$ cat config.mk
export PLATFORM = sky130hd
export DESIGN_NAME = murmur3_32_stream_hash_top
export DESIGN_NICKNAME = d
export VERILOG_FILES = /design/src/hw/rtl/m3h_pkg.sv /design/src/hw/rtl/m3h_cfg.sv /design/src/hw/rtl/m3h_dp.sv /design/src/hw/rtl/m3h_ctrl.sv /design/src/hw/rtl/murmur3_32_stream_hash_top.sv
export SDC_FILE = /design/constraint.sdc
export NUM_CORES = 2
export LEC_CHECK = 0
export ABC_AREA = 0
export BUFFER_PORTS_ARGS = -buffer_cell sky130_fd_sc_hd__buf_4
export CAP_MARGIN = 20
export CORE_UTILIZATION = 40
export CTS_BUF_LIST = sky130_fd_sc_hd__clkbuf_8
export DETAILED_ROUTE_END_ITERATION = 8
export GPL_TIMING_DRIVEN = 0
export PLACE_DENSITY = 0.66
export SYNTH_ARGS = -nofsm -noshare
export SYNTH_HDL_FRONTEND = slang
export SYNTH_HIERARCHICAL = 1
export SYNTH_SLANG_ARGS = --single-unit
$ cat constraint.sdc
create_clock -name clk -period 8.75 [get_ports clk]
set_input_delay 0.4375 -clock clk [delete_from_list [all_inputs] [get_ports clk]]
set_output_delay 0.4375 -clock clk [all_outputs]
set_load 0.02 [all_outputs]
$ cat src/hw/rtl/m3h_pkg.sv
// Shared constants, datapath command codes and status types of the stream hash block.
`default_nettype none
package m3h_pkg;

  localparam logic [31:0] MUR_C1  = 32'hcc9e2d51;
  localparam logic [31:0] MUR_C2  = 32'h1b873593;
  localparam logic [31:0] MUR_ADD = 32'he6546b64;
  localparam logic [31:0] MUR_F1  = 32'h85ebca6b;
  localparam logic [31:0] MUR_F2  = 32'hc2b2ae35;

  localparam int unsigned CFG_AW = 3;

  typedef enum logic [3:0] {
    OP_NONE,
    OP_ACCEPT,
    OP_K_C1,
    OP_K_C2,
    OP_FOLD,
    OP_TAIL_C1,
    OP_FIN_MIX,
    OP_AV_F1,
    OP_AV_F2,
    OP_EMIT
  } dp_op_t;

  typedef struct packed {
    dp_op_t op;
  } dp_cmd_t;

  typedef struct packed {
    logic blk_next;
  } dp_sts_t;

endpackage
`default_nettype wire

$ cat src/hw/rtl/m3h_cfg.sv
// APB-style configuration register file holding the seed.
`default_nettype none
module m3h_cfg
  import m3h_pkg::*;
(
  input  wire logic              clk,
  input  wire logic              rst_n,
  input  wire logic              psel,
  input  wire logic              penable,
  input  wire logic              pwrite,
  input  wire logic [CFG_AW-1:0] paddr,
  input  wire logic [31:0]       pwdata,
  output logic      [31:0]       prdata,
  output logic                   pready,
  output logic      [31:0]       seed
);

  logic [31:0] seed_r;
  logic [31:0] seed_nxt;
  logic        sel_seed;

  assign sel_seed = (paddr[CFG_AW-1] == 1'b0);
  assign pready   = 1'b1;
  assign prdata   = sel_seed ? seed_r : 32'h0;
  assign seed     = seed_r;

  always_comb begin
    seed_nxt = seed_r;
    if (psel && penable && pwrite && pready && sel_seed) begin
      seed_nxt = pwdata;
    end
  end

  always_ff @(posedge clk) begin
    if (!rst_n) begin
      seed_r <= 32'h0;
    end else begin
      seed_r <= seed_nxt;
    end
  end

endmodule
`default_nettype wire

$ cat src/hw/rtl/m3h_dp.sv
// Datapath: block gathering, shared multiplier, running hash, length count and finalizer.
`default_nettype none
module m3h_dp
  import m3h_pkg::*;
(
  input  wire logic        clk,
  input  wire logic        rst_n,
  input  wire dp_cmd_t     cmd,
  output dp_sts_t          sts,
  input  wire logic [31:0] seed,
  input  wire logic [7:0]  in_data_byte,
  input  wire logic        in_has_byte,
  output logic      [31:0] out_hash_value
);

  logic [31:0] hash_r, hash_nxt;
  logic [23:0] part_r, part_nxt;
  logic [63:0] len_r, len_nxt;
  logic [31:0] k_r, k_nxt;
  logic [31:0] res_r, res_nxt;

  logic [31:0] mul_a;
  logic [31:0] mul_b;
  logic [31:0] mul_p;
  logic [31:0] h_start;
  logic [31:0] fold_x;
  logic [31:0] fin_x;
  logic [31:0] k_rot15;
  logic [31:0] k_sh13;

  assign k_rot15 = {k_r[16:0], k_r[31:17]};
  assign k_sh13  = k_r ^ {13'h0, k_r[31:13]};
  assign h_start = (len_r == 64'h0) ? seed : hash_r;
  assign fold_x  = hash_r ^ k_r;
  assign fin_x   = hash_r ^ k_r ^ len_r[31:0] ^ len_r[63:32];
  assign mul_p   = mul_a * mul_b;

  assign sts.blk_next  = in_has_byte && (len_r[1:0] == 2'd3);
  assign out_hash_value = res_r;

  always_comb begin
    mul_a = k_r;
    mul_b = MUR_C1;
    case (cmd.op)
      OP_K_C2: begin
        mul_a = k_rot15;
        mul_b = MUR_C2;
      end
      OP_TAIL_C1: begin
        mul_a = {8'h0, part_r};
        mul_b = MUR_C1;
      end
      OP_AV_F1: begin
        mul_a = k_r;
        mul_b = MUR_F1;
      end
      OP_AV_F2: begin
        mul_a = k_sh13;
        mul_b = MUR_F2;
      end
      default: begin
        mul_a = k_r;
        mul_b = MUR_C1;
      end
    endcase
  end

  always_comb begin
    hash_nxt = hash_r;
    part_nxt = part_r;
    len_nxt  = len_r;
    k_nxt    = k_r;
    res_nxt  = res_r;
    case (cmd.op)
      OP_ACCEPT: begin
        hash_nxt = h_start;
        if (in_has_byte) begin
          len_nxt = len_r + 64'd1;
          case (len_r[1:0])
            2'd0: part_nxt = {part_r[23:8], in_data_byte};
            2'd1: part_nxt = {part_r[23:16], in_data_byte, part_r[7:0]};
            2'd2: part_nxt = {in_data_byte, part_r[15:0]};
            default: begin
              k_nxt    = {in_data_byte, part_r};
              part_nxt = 24'h0;
            end
          endcase
        end
      end
      OP_K_C1, OP_K_C2, OP_TAIL_C1, OP_AV_F1, OP_AV_F2: begin
        k_nxt = mul_p;
      end
      OP_FOLD: begin
        hash_nxt = {fold_x[18:0], fold_x[31:19]} + {fold_x[16:0], fold_x[31:19], 2'b00}
                   + MUR_ADD;
      end
      OP_FIN_MIX: begin
        k_nxt = fin_x ^ {16'h0, fin_x[31:16]};
      end
      OP_EMIT: begin
        res_nxt  = k_r ^ {16'h0, k_r[31:16]};
        hash_nxt = seed;
        part_nxt = 24'h0;
        len_nxt  = 64'h0;
      end
      default: begin
        hash_nxt = hash_r;
      end
    endcase
  end

  always_ff @(posedge clk) begin
    if (!rst_n) begin
      hash_r <= 32'h0;
      part_r <= 24'h0;
      len_r  <= 64'h0;
    end else begin
      hash_r <= hash_nxt;
      part_r <= part_nxt;
      len_r  <= len_nxt;
    end
    k_r   <= k_nxt;
    res_r <= res_nxt;
  end

endmodule
`default_nettype wire

$ cat src/hw/rtl/m3h_ctrl.sv
// Controller state machine sequencing block mixing, finalization and the result handshake.
`default_nettype none
module m3h_ctrl
  import m3h_pkg::*;
(
  input  wire logic clk,
  input  wire logic rst_n,
  input  wire logic in_valid,
  output logic      in_ready,
  input  wire logic in_has_byte,
  input  wire logic in_last,
  output logic      out_valid,
  input  wire logic out_ready,
  input  wire dp_sts_t sts,
  output dp_cmd_t   cmd
);

  typedef enum logic [3:0] {
    S_IDLE,
    S_BLK_C1,
    S_BLK_C2,
    S_BLK_FOLD,
    S_TL_C1,
    S_TL_C2,
    S_FIN_MIX,
    S_AV_F1,
    S_AV_F2,
    S_EMIT
  } state_t;

  state_t state_r, state_nxt;
  logic   last_r, last_nxt;
  logic   out_valid_r, out_valid_nxt;
  logic   emit_go;
  logic   accept;

  assign in_ready  = (state_r == S_IDLE);
  assign accept    = in_valid && in_ready;
  assign out_valid = out_valid_r;
  assign emit_go   = !out_valid_r || out_ready;

  always_comb begin
    cmd.op = OP_NONE;
    case (state_r)
      S_IDLE:     cmd.op = accept ? OP_ACCEPT : OP_NONE;
      S_BLK_C1:   cmd.op = OP_K_C1;
      S_BLK_C2:   cmd.op = OP_K_C2;
      S_BLK_FOLD: cmd.op = OP_FOLD;
      S_TL_C1:    cmd.op = OP_TAIL_C1;
      S_TL_C2:    cmd.op = OP_K_C2;
      S_FIN_MIX:  cmd.op = OP_FIN_MIX;
      S_AV_F1:    cmd.op = OP_AV_F1;
      S_AV_F2:    cmd.op = OP_AV_F2;
      S_EMIT:     cmd.op = emit_go ? OP_EMIT : OP_NONE;
      default:    cmd.op = OP_NONE;
    endcase
  end

  always_comb begin
    state_nxt     = state_r;
    last_nxt      = last_r;
    out_valid_nxt = out_valid_r && !out_ready;
    case (state_r)
      S_IDLE: begin
        if (accept) begin
          last_nxt = in_last;
          if (sts.blk_next && in_has_byte) begin
            state_nxt = S_BLK_C1;
          end else if (in_last) begin
            state_nxt = S_TL_C1;
          end
        end
      end
      S_BLK_C1:   state_nxt = S_BLK_C2;
      S_BLK_C2:   state_nxt = S_BLK_FOLD;
      S_BLK_FOLD: state_nxt = last_r ? S_TL_C1 : S_IDLE;
      S_TL_C1:    state_nxt = S_TL_C2;
      S_TL_C2:    state_nxt = S_FIN_MIX;
      S_FIN_MIX:  state_nxt = S_AV_F1;
      S_AV_F1:    state_nxt = S_AV_F2;
      S_AV_F2:    state_nxt = S_EMIT;
      S_EMIT: begin
        if (emit_go) begin
          out_valid_nxt = 1'b1;
          state_nxt     = S_IDLE;
        end
      end
      default: state_nxt = S_IDLE;
    endcase
  end

  always_ff @(posedge clk) begin
    if (!rst_n) begin
      state_r     <= S_IDLE;
      last_r      <= 1'b0;
      out_valid_r <= 1'b0;
    end else begin
      state_r     <= state_nxt;
      last_r      <= last_nxt;
      out_valid_r <= out_valid_nxt;
    end
  end

endmodule
`default_nettype wire

$ cat src/hw/rtl/murmur3_32_stream_hash_top.sv
// A byte that does not complete a block is taken in the idle state; one that completes it also runs
// the block C1, C2 and fold states. A last request adds tail mixing and finalization on the shared
// multiplier, and the emit state loads the hash into the output register once the prior result is
// taken; the result then waits for out_ready. One request per cycle is taken within a block, with
// in_ready low outside idle. Reset (synchronous, active low) clears seed, state and output valid.
`default_nettype none
module murmur3_32_stream_hash_top
  import m3h_pkg::*;
(
  input  wire logic              clk,
  input  wire logic              rst_n,
  input  wire logic              in_valid,
  output logic                   in_ready,
  input  wire logic [7:0]        in_data_byte,
  input  wire logic              in_has_byte,
  input  wire logic              in_last,
  output logic                   out_valid,
  input  wire logic              out_ready,
  output logic      [31:0]       out_hash_value,
  input  wire logic              psel,
  input  wire logic              penable,
  input  wire logic              pwrite,
  input  wire logic [CFG_AW-1:0] paddr,
  input  wire logic [31:0]       pwdata,
  output logic      [31:0]       prdata,
  output logic                   pready
);

  logic [31:0] seed;
  dp_cmd_t     cmd;
  dp_sts_t     sts;

  m3h_cfg u_cfg (
    .clk     (clk),
    .rst_n   (rst_n),
    .psel    (psel),
    .penable (penable),
    .pwrite  (pwrite),
    .paddr   (paddr),
    .pwdata  (pwdata),
    .prdata  (prdata),
    .pready  (pready),
    .seed    (seed)
  );

  m3h_ctrl u_ctrl (
    .clk         (clk),
    .rst_n       (rst_n),
    .in_valid    (in_valid),
    .in_ready    (in_ready),
    .in_has_byte (in_has_byte),
    .in_last     (in_last),
    .out_valid   (out_valid),
    .out_ready   (out_ready),
    .sts         (sts),
    .cmd         (cmd)
  );

  m3h_dp u_dp (
    .clk            (clk),
    .rst_n          (rst_n),
    .cmd            (cmd),
    .sts            (sts),
    .seed           (seed),
    .in_data_byte   (in_data_byte),
    .in_has_byte    (in_has_byte),
    .out_hash_value (out_hash_value)
  );

endmodule
`default_nettype wire
# [After elaboration in Yosys (flattened, before gate mapping)]
# Cells that the tools add are included.
[classes] mul=1 reduce_logical=27 n_mux=24 add_sub_neg=3 n_bitwise=7 n_eq_ne=30
[op_table] cell="$pmux W32 S3" count=4
[op_table] cell="$mux W32" count=4
[op_table] cell="$pmux W64 S2" count=1
[op_table] cell="$xor A32 B32 Y32" count=3
[op_table] cell="$pmux W24 S3" count=1
[op_table] cell="$add A64 B1 Y64 const B" count=1
[op_table] cell="$logic_not A64 Y1" count=1
[op_table] cell="$mux W64" count=1
[op_table] cell="$xor A32 B16 Y32" count=2
[op_table] cell="$pmux W24 S2" count=1
[op_table] cell="$pmux W4 S10" count=1
[op_table] cell="$pmux W4 S9" count=1
[op_table] cell="$add A32 B32 Y32" count=1
[op_table] cell="$add A32 B32 Y32 const B" count=1
[op_table] cell="$eq A4 B3 Y1 const B" count=8
[op_table] cell="$mul A32 B32 Y32" count=1
[op_table] cell="$xor A32 B19 Y32" count=1
[op_table] cell="$mux W24" count=1
[op_table] cell="$mux W4" count=5
[op_table] cell="$eq A4 B2 Y1 const B" count=4
[op_table] cell="$eq A4 B4 Y1 const B" count=4
[op_table] cell="$ne A2 B2 Y1 const B" count=6
[op_table] cell="$reduce_and A4 Y1" count=3
[op_table] cell="$eq A4 B1 Y1 const B" count=2
[op_table] cell="other kinds (19)" count=34
[totals] output_inout_bits=67 regBits=222 in_bits=52 elab_cells=103

# [Logic depth before layout (Yosys ltp)]
[logic_depth] word_depth=8 ltp_mapped=42

# [Cells and area by module]
# The synthesis kept the hierarchy.
[modules_own_cells] mod="m3h_dp" n_inst=1 cells_per_inst=2875 area_per_inst_um2=26088.8
[modules_own_cells] mod="m3h_cfg" n_inst=1 cells_per_inst=177 area_per_inst_um2=1537.7
[modules_own_cells] mod="m3h_ctrl" n_inst=1 cells_per_inst=52 area_per_inst_um2=411.6

# [Least setup slack after synthesis]
# No wires, ideal clock.
[synth_timing] kind="flip-flop to flip-flop" from="reg u_ctrl.state_r[1]" to="reg u_dp.k_r[30] (data pin)" path_stages_with_launch=40 arrival_ns=9.149 slack_ns=-0.664 setup_ns=0.265 path_cell_list="dfxtp_1 buf_2 or3b_1 a21oi_1 buf_4 or4b_4 buf_6 buf_6 nor2_1 o21ai_0 nand4_1 nand2_1 inv_1 nand2_1 o21ai_0 inv_1 fa_1 inv_1 [4 not listed] inv_1 ha_1 ha_1 fa_1 fa_1 ha_1 clkbuf_1 a21o_1 a21oi_1 a21bo_2 nand3_1 a221oi_2 o21ai_1 a221o_1 nor4_1 a21oi_1 and4_1 or3_1"
[synth_lines] element="start: declaration" line_no="m3h_ctrl.sv:31" rtl="state_t state_r, state_nxt;"
[synth_lines] element="start signal: assignment" line_no="m3h_ctrl.sv:98" rtl="state_r <= state_nxt;"
[synth_lines] element="end signal: assignment" line_no="m3h_dp.sv:122" rtl="k_r <= k_nxt;"
[synth_lines] element="end: declaration" line_no="m3h_dp.sv:19" rtl="logic [31:0] k_r, k_nxt;"

==> results.cfg <==
[outcome]
run_status = finished, violations left
failed_checks = negative setup slack

[sta]
finalWorstSetupSlack_ns = -0.549
timing.fmax_mhz = 108
final-hold-violation-count = 0
final.setup_skew_ns = 0.0310
finalMaxSlewViolations = 0
rsz0062_at_grt = yes
worstMarginPinSlew_ns = 1.10
max_slew_margin = 0.269
min_period_ns = 9.30
setup_viol_count_final = 10
layout_worst_path_cycle_share = 1.06
worst_hold_slack_ns = 0.126
totalNegativeSetupSlack_ns = -3.07

[floorplanning]
placeableCoreArea_um2 = 68900
die_width_um = 267
floorplan.initialDensity = 0.407
floorplan.rows = 96
design.portCount = 119
fp.dieArea_um2 = 71200
dieHeight_um = 267

[worst_setup_path]
critical-path-top-delay-family = adder cells
timing_worst_setup_path_type = reg -> reg
required_ns = 9.01
worst-endpoint-arrival_ns = 9.56
crit_path_top_delay_cell = sky130_fd_sc_hd__fa_1
worstSetupStartpointType = flop
cp_num_buf_inv = 9
reg2reg_from = u_ctrl/state_r[2]$_SDFFE_PN0P_
r2r.worst_path.cells = 37
crit_fanout = 7
rrSetupSlack_ns = -0.55
timing.rr.end = u_dp/k_r[31]$_DFFE_PP_
critical_path.max_stage_delay_ns = 0.57
worst_setup_path_end_kind = flop

[clock_network]
clkSinkCount = 222
clock_input_transition_at_the_sequential_cells_of_the_worst_setup_and_hold_paths_ns = 0.07
clkLatencyLatePin_ns = 0.57
cts-root-to-sink-buffers = 3
holdBufCountCts = 0
cts-htree-levels = 2
clock-root-buffer = sky130_fd_sc_hd__clkbuf_8
cts_tree = done
cts_inserted_buffers = 37

[yosys]
synthesis.nets = 3746
post-synth-top-area-fraction = 0.280
yosys_register_bits = 222
avgSynthCellArea_um2 = 9.03
yosysTopAreaCell = sky130_fd_sc_hd__fa_1
synthFlopType = sky130_fd_sc_hd__dfxtp_1
syn_area_um2 = 28000
edff_count_synth = 64
postSynth.asyncResetShare = 0
synth_seq_area_share = 0.181
yosys.cell_types.count = 92
synth.top_cells.by_area = sky130_fd_sc_hd__fa_1 (28%), sky130_fd_sc_hd__dfxtp_1 (11%), sky130_fd_sc_hd__ha_1 (8.8%), sky130_fd_sc_hd__inv_1 (7.4%), sky130_fd_sc_hd__edfxtp_1 (6.9%)
syn_inst = 3104
synth-warning-count = 6

[final_layout]
share_of_layout_cells_above_drive_strength_1 = 0.183
finalNetCount = 4019
layout-area-overhead-vs-synth_pct = 19.0
final_cell_area_um2 = 33400
n_antenna_cell = 0

[routing]
detailedRoute.firstIterationViolations = 2522
firstDrtPassIters = 8
ant_nets = 0
vias_per_cell = 5.46
drc_errors = 0
dr_total_vias = 23700
route.final.wire_length_um = 102000
avgRoutedWirePerCell_um = 23.6

[min_path]
min_from = pwdata[0]
holdPathEnd = u_cfg/seed[0]$_SDFFE_PN0P_
worstHoldPathType = in -> reg
min_path_cells = 3

[global_route]
grt_first_pass_wirelength_um = 151000
grt_max_degree = 23
grt_pass1_vias = 24000
antenna_found_initial = 3
grt.total_usage = 0.290
final_global_route_overflow_total = 0

[placement]
post-dp-hpwl_um = 83600
place.gp.congestion = 1.05
detailed_place.area_um2 = 30300
detailedPlace.worstSlack_ns = -2.16
port-buffer-count = 115

[flow_run]
maxCapViolCount = 0
[what timing repair did]
| item | 4_1_cts | 5_1_grt |
|---|---|---|
| setup buffers | 101 | 22 |
| setup endpoints to repair | 22 | 16 |
| pin swaps | 82 | 55 |
| gates resized for setup | 282 | 74 |
| cloned | 2 | 0 |
[sequential cells by signal, indices dropped and copies added, names as in the netlist]
signal and cells:
u_dp/part_r 24, u_dp/out_hash_value 32, u_dp/hash_r 32, u_ctrl/last_r 1, u_ctrl/state_r 4, u_ctrl/out_valid 1, u_dp/len_r 64, u_cfg/seed 32
u_dp/k_r 32
[cell usage in the layout (no fill, tap or decap), types with 20 or more instances in the layout]
cell type / count
sky130_fd_sc_hd__a21o_1: 27
sky130_fd_sc_hd__a21oi_1: 60
sky130_fd_sc_hd__a22oi_1: 50
sky130_fd_sc_hd__and2_1: 20
sky130_fd_sc_hd__and3_1: 25
sky130_fd_sc_hd__buf_4: 232
sky130_fd_sc_hd__buf_6: 20
sky130_fd_sc_hd__clkbuf_1: 75
sky130_fd_sc_hd__clkbuf_8: 50
sky130_fd_sc_hd__dfxtp_1: 154
sky130_fd_sc_hd__edfxtp_1: 64
sky130_fd_sc_hd__fa_1: 371
sky130_fd_sc_hd__fa_2: 21
sky130_fd_sc_hd__ha_1: 183
sky130_fd_sc_hd__inv_1: 534
sky130_fd_sc_hd__inv_2: 24
sky130_fd_sc_hd__mux2i_1: 60
sky130_fd_sc_hd__nand2_1: 285
sky130_fd_sc_hd__nand3_1: 42
sky130_fd_sc_hd__nor2_1: 188
sky130_fd_sc_hd__nor2_2: 28
sky130_fd_sc_hd__nor2_4: 30
sky130_fd_sc_hd__nor2b_1: 68
sky130_fd_sc_hd__o211a_1: 21
sky130_fd_sc_hd__o21ai_0: 75
sky130_fd_sc_hd__xnor2_1: 183
sky130_fd_sc_hd__xor2_1: 98
[logic make-up (layout without fill, tap and decap cells)]
logic type	after synthesis	in the layout	share of synthesized area
other	1	1	0.000134
buffers and inverters	697	995	0.0981
DFF	222	222	0.181
and+or+nand+nor	853	853	0.143
muxes	63	63	0.0226
AOI/OAI and AO/OA	386	386	0.0939
xor gates and xnor gates	292	292	0.0925
adders and majority gates	590	590	0.368
[cells in the mapped netlist, types with 49 or more instances]
cell type	number
sky130_fd_sc_hd__nor2_1	241
sky130_fd_sc_hd__a21oi_1	76
sky130_fd_sc_hd__o21ai_0	93
sky130_fd_sc_hd__edfxtp_1	64
sky130_fd_sc_hd__nand3_1	49
sky130_fd_sc_hd__mux2i_1	60
sky130_fd_sc_hd__fa_1	392
sky130_fd_sc_hd__nand2_1	311
sky130_fd_sc_hd__inv_1	553
sky130_fd_sc_hd__dfxtp_1	158
sky130_fd_sc_hd__xor2_1	101
sky130_fd_sc_hd__a22oi_1	51
sky130_fd_sc_hd__clkbuf_1	99
sky130_fd_sc_hd__ha_1	198
sky130_fd_sc_hd__nor2b_1	69
sky130_fd_sc_hd__xnor2_1	187
[routing by layer]
metal	GRT usage	share of wire	vias to the layer above
met5	0	0.00029	-
met4	0.162	0.064	4
met3	0.0754	0.11	392
met2	0.444	0.44	1283
met1	0.370	0.39	11600
li1	-	-	10400
[final cells by class]
class	instances	area (um^2)
Buffer	133	862
Clock buffer	42	578
Clock inverter	22	208
Fill cell	6708	35600
Inverter	556	2110
Multi-Input combinational cell	2185	21400
Sequential cell	222	5100
Tap cell	931	1160
Timing Repair Buffer	242	1950
[worst max-delay path by stage]
stage,end,start,cells past startpoint
final,u_dp/k_r[31]$_DFFE_PP_,u_ctrl/state_r[2]$_SDFFE_PN0P_,37
after global placement,u_dp/k_r[31]$_DFFE_PP_,u_ctrl/state_r[0]$_SDFFE_PN0P_,33
after detailed placement,u_dp/k_r[31]$_DFFE_PP_,u_ctrl/state_r[0]$_SDFFE_PN0P_,33
after floorplan,u_dp/k_r[30]$_DFFE_PP_,u_ctrl/state_r[2]$_SDFFE_PN0P_,37
after global routing,u_dp/k_r[30]$_DFFE_PP_,u_ctrl/state_r[2]$_SDFFE_PN0P_,38
after CTS,u_dp/k_r[31]$_DFFE_PP_,u_ctrl/state_r[1]$_SDFFE_PN0P_,34
[metrics by stage]
step | util | cells
after floorplan | - | 3104
after detailed placement | 0.440 | 4152
final | 0.484 | 4333
after global placement | 0.439 | 4150
after global routing | 0.484 | 4333
after CTS | 0.477 | 4311
[worst reg2reg max path: cells and delay by family, from the launching register on]
kind	cells	cell delay [ns]
buf+inv	9	0.94
simple gates	7	1.44
xor+xnor	1	0.18
compound gates	11	1.70
fa+ha+maj	9	4.39
flops	1	0.36
Power is not shown: default switching activity piles up to over one toggle a cycle in this logic, so the estimate is an artifact.
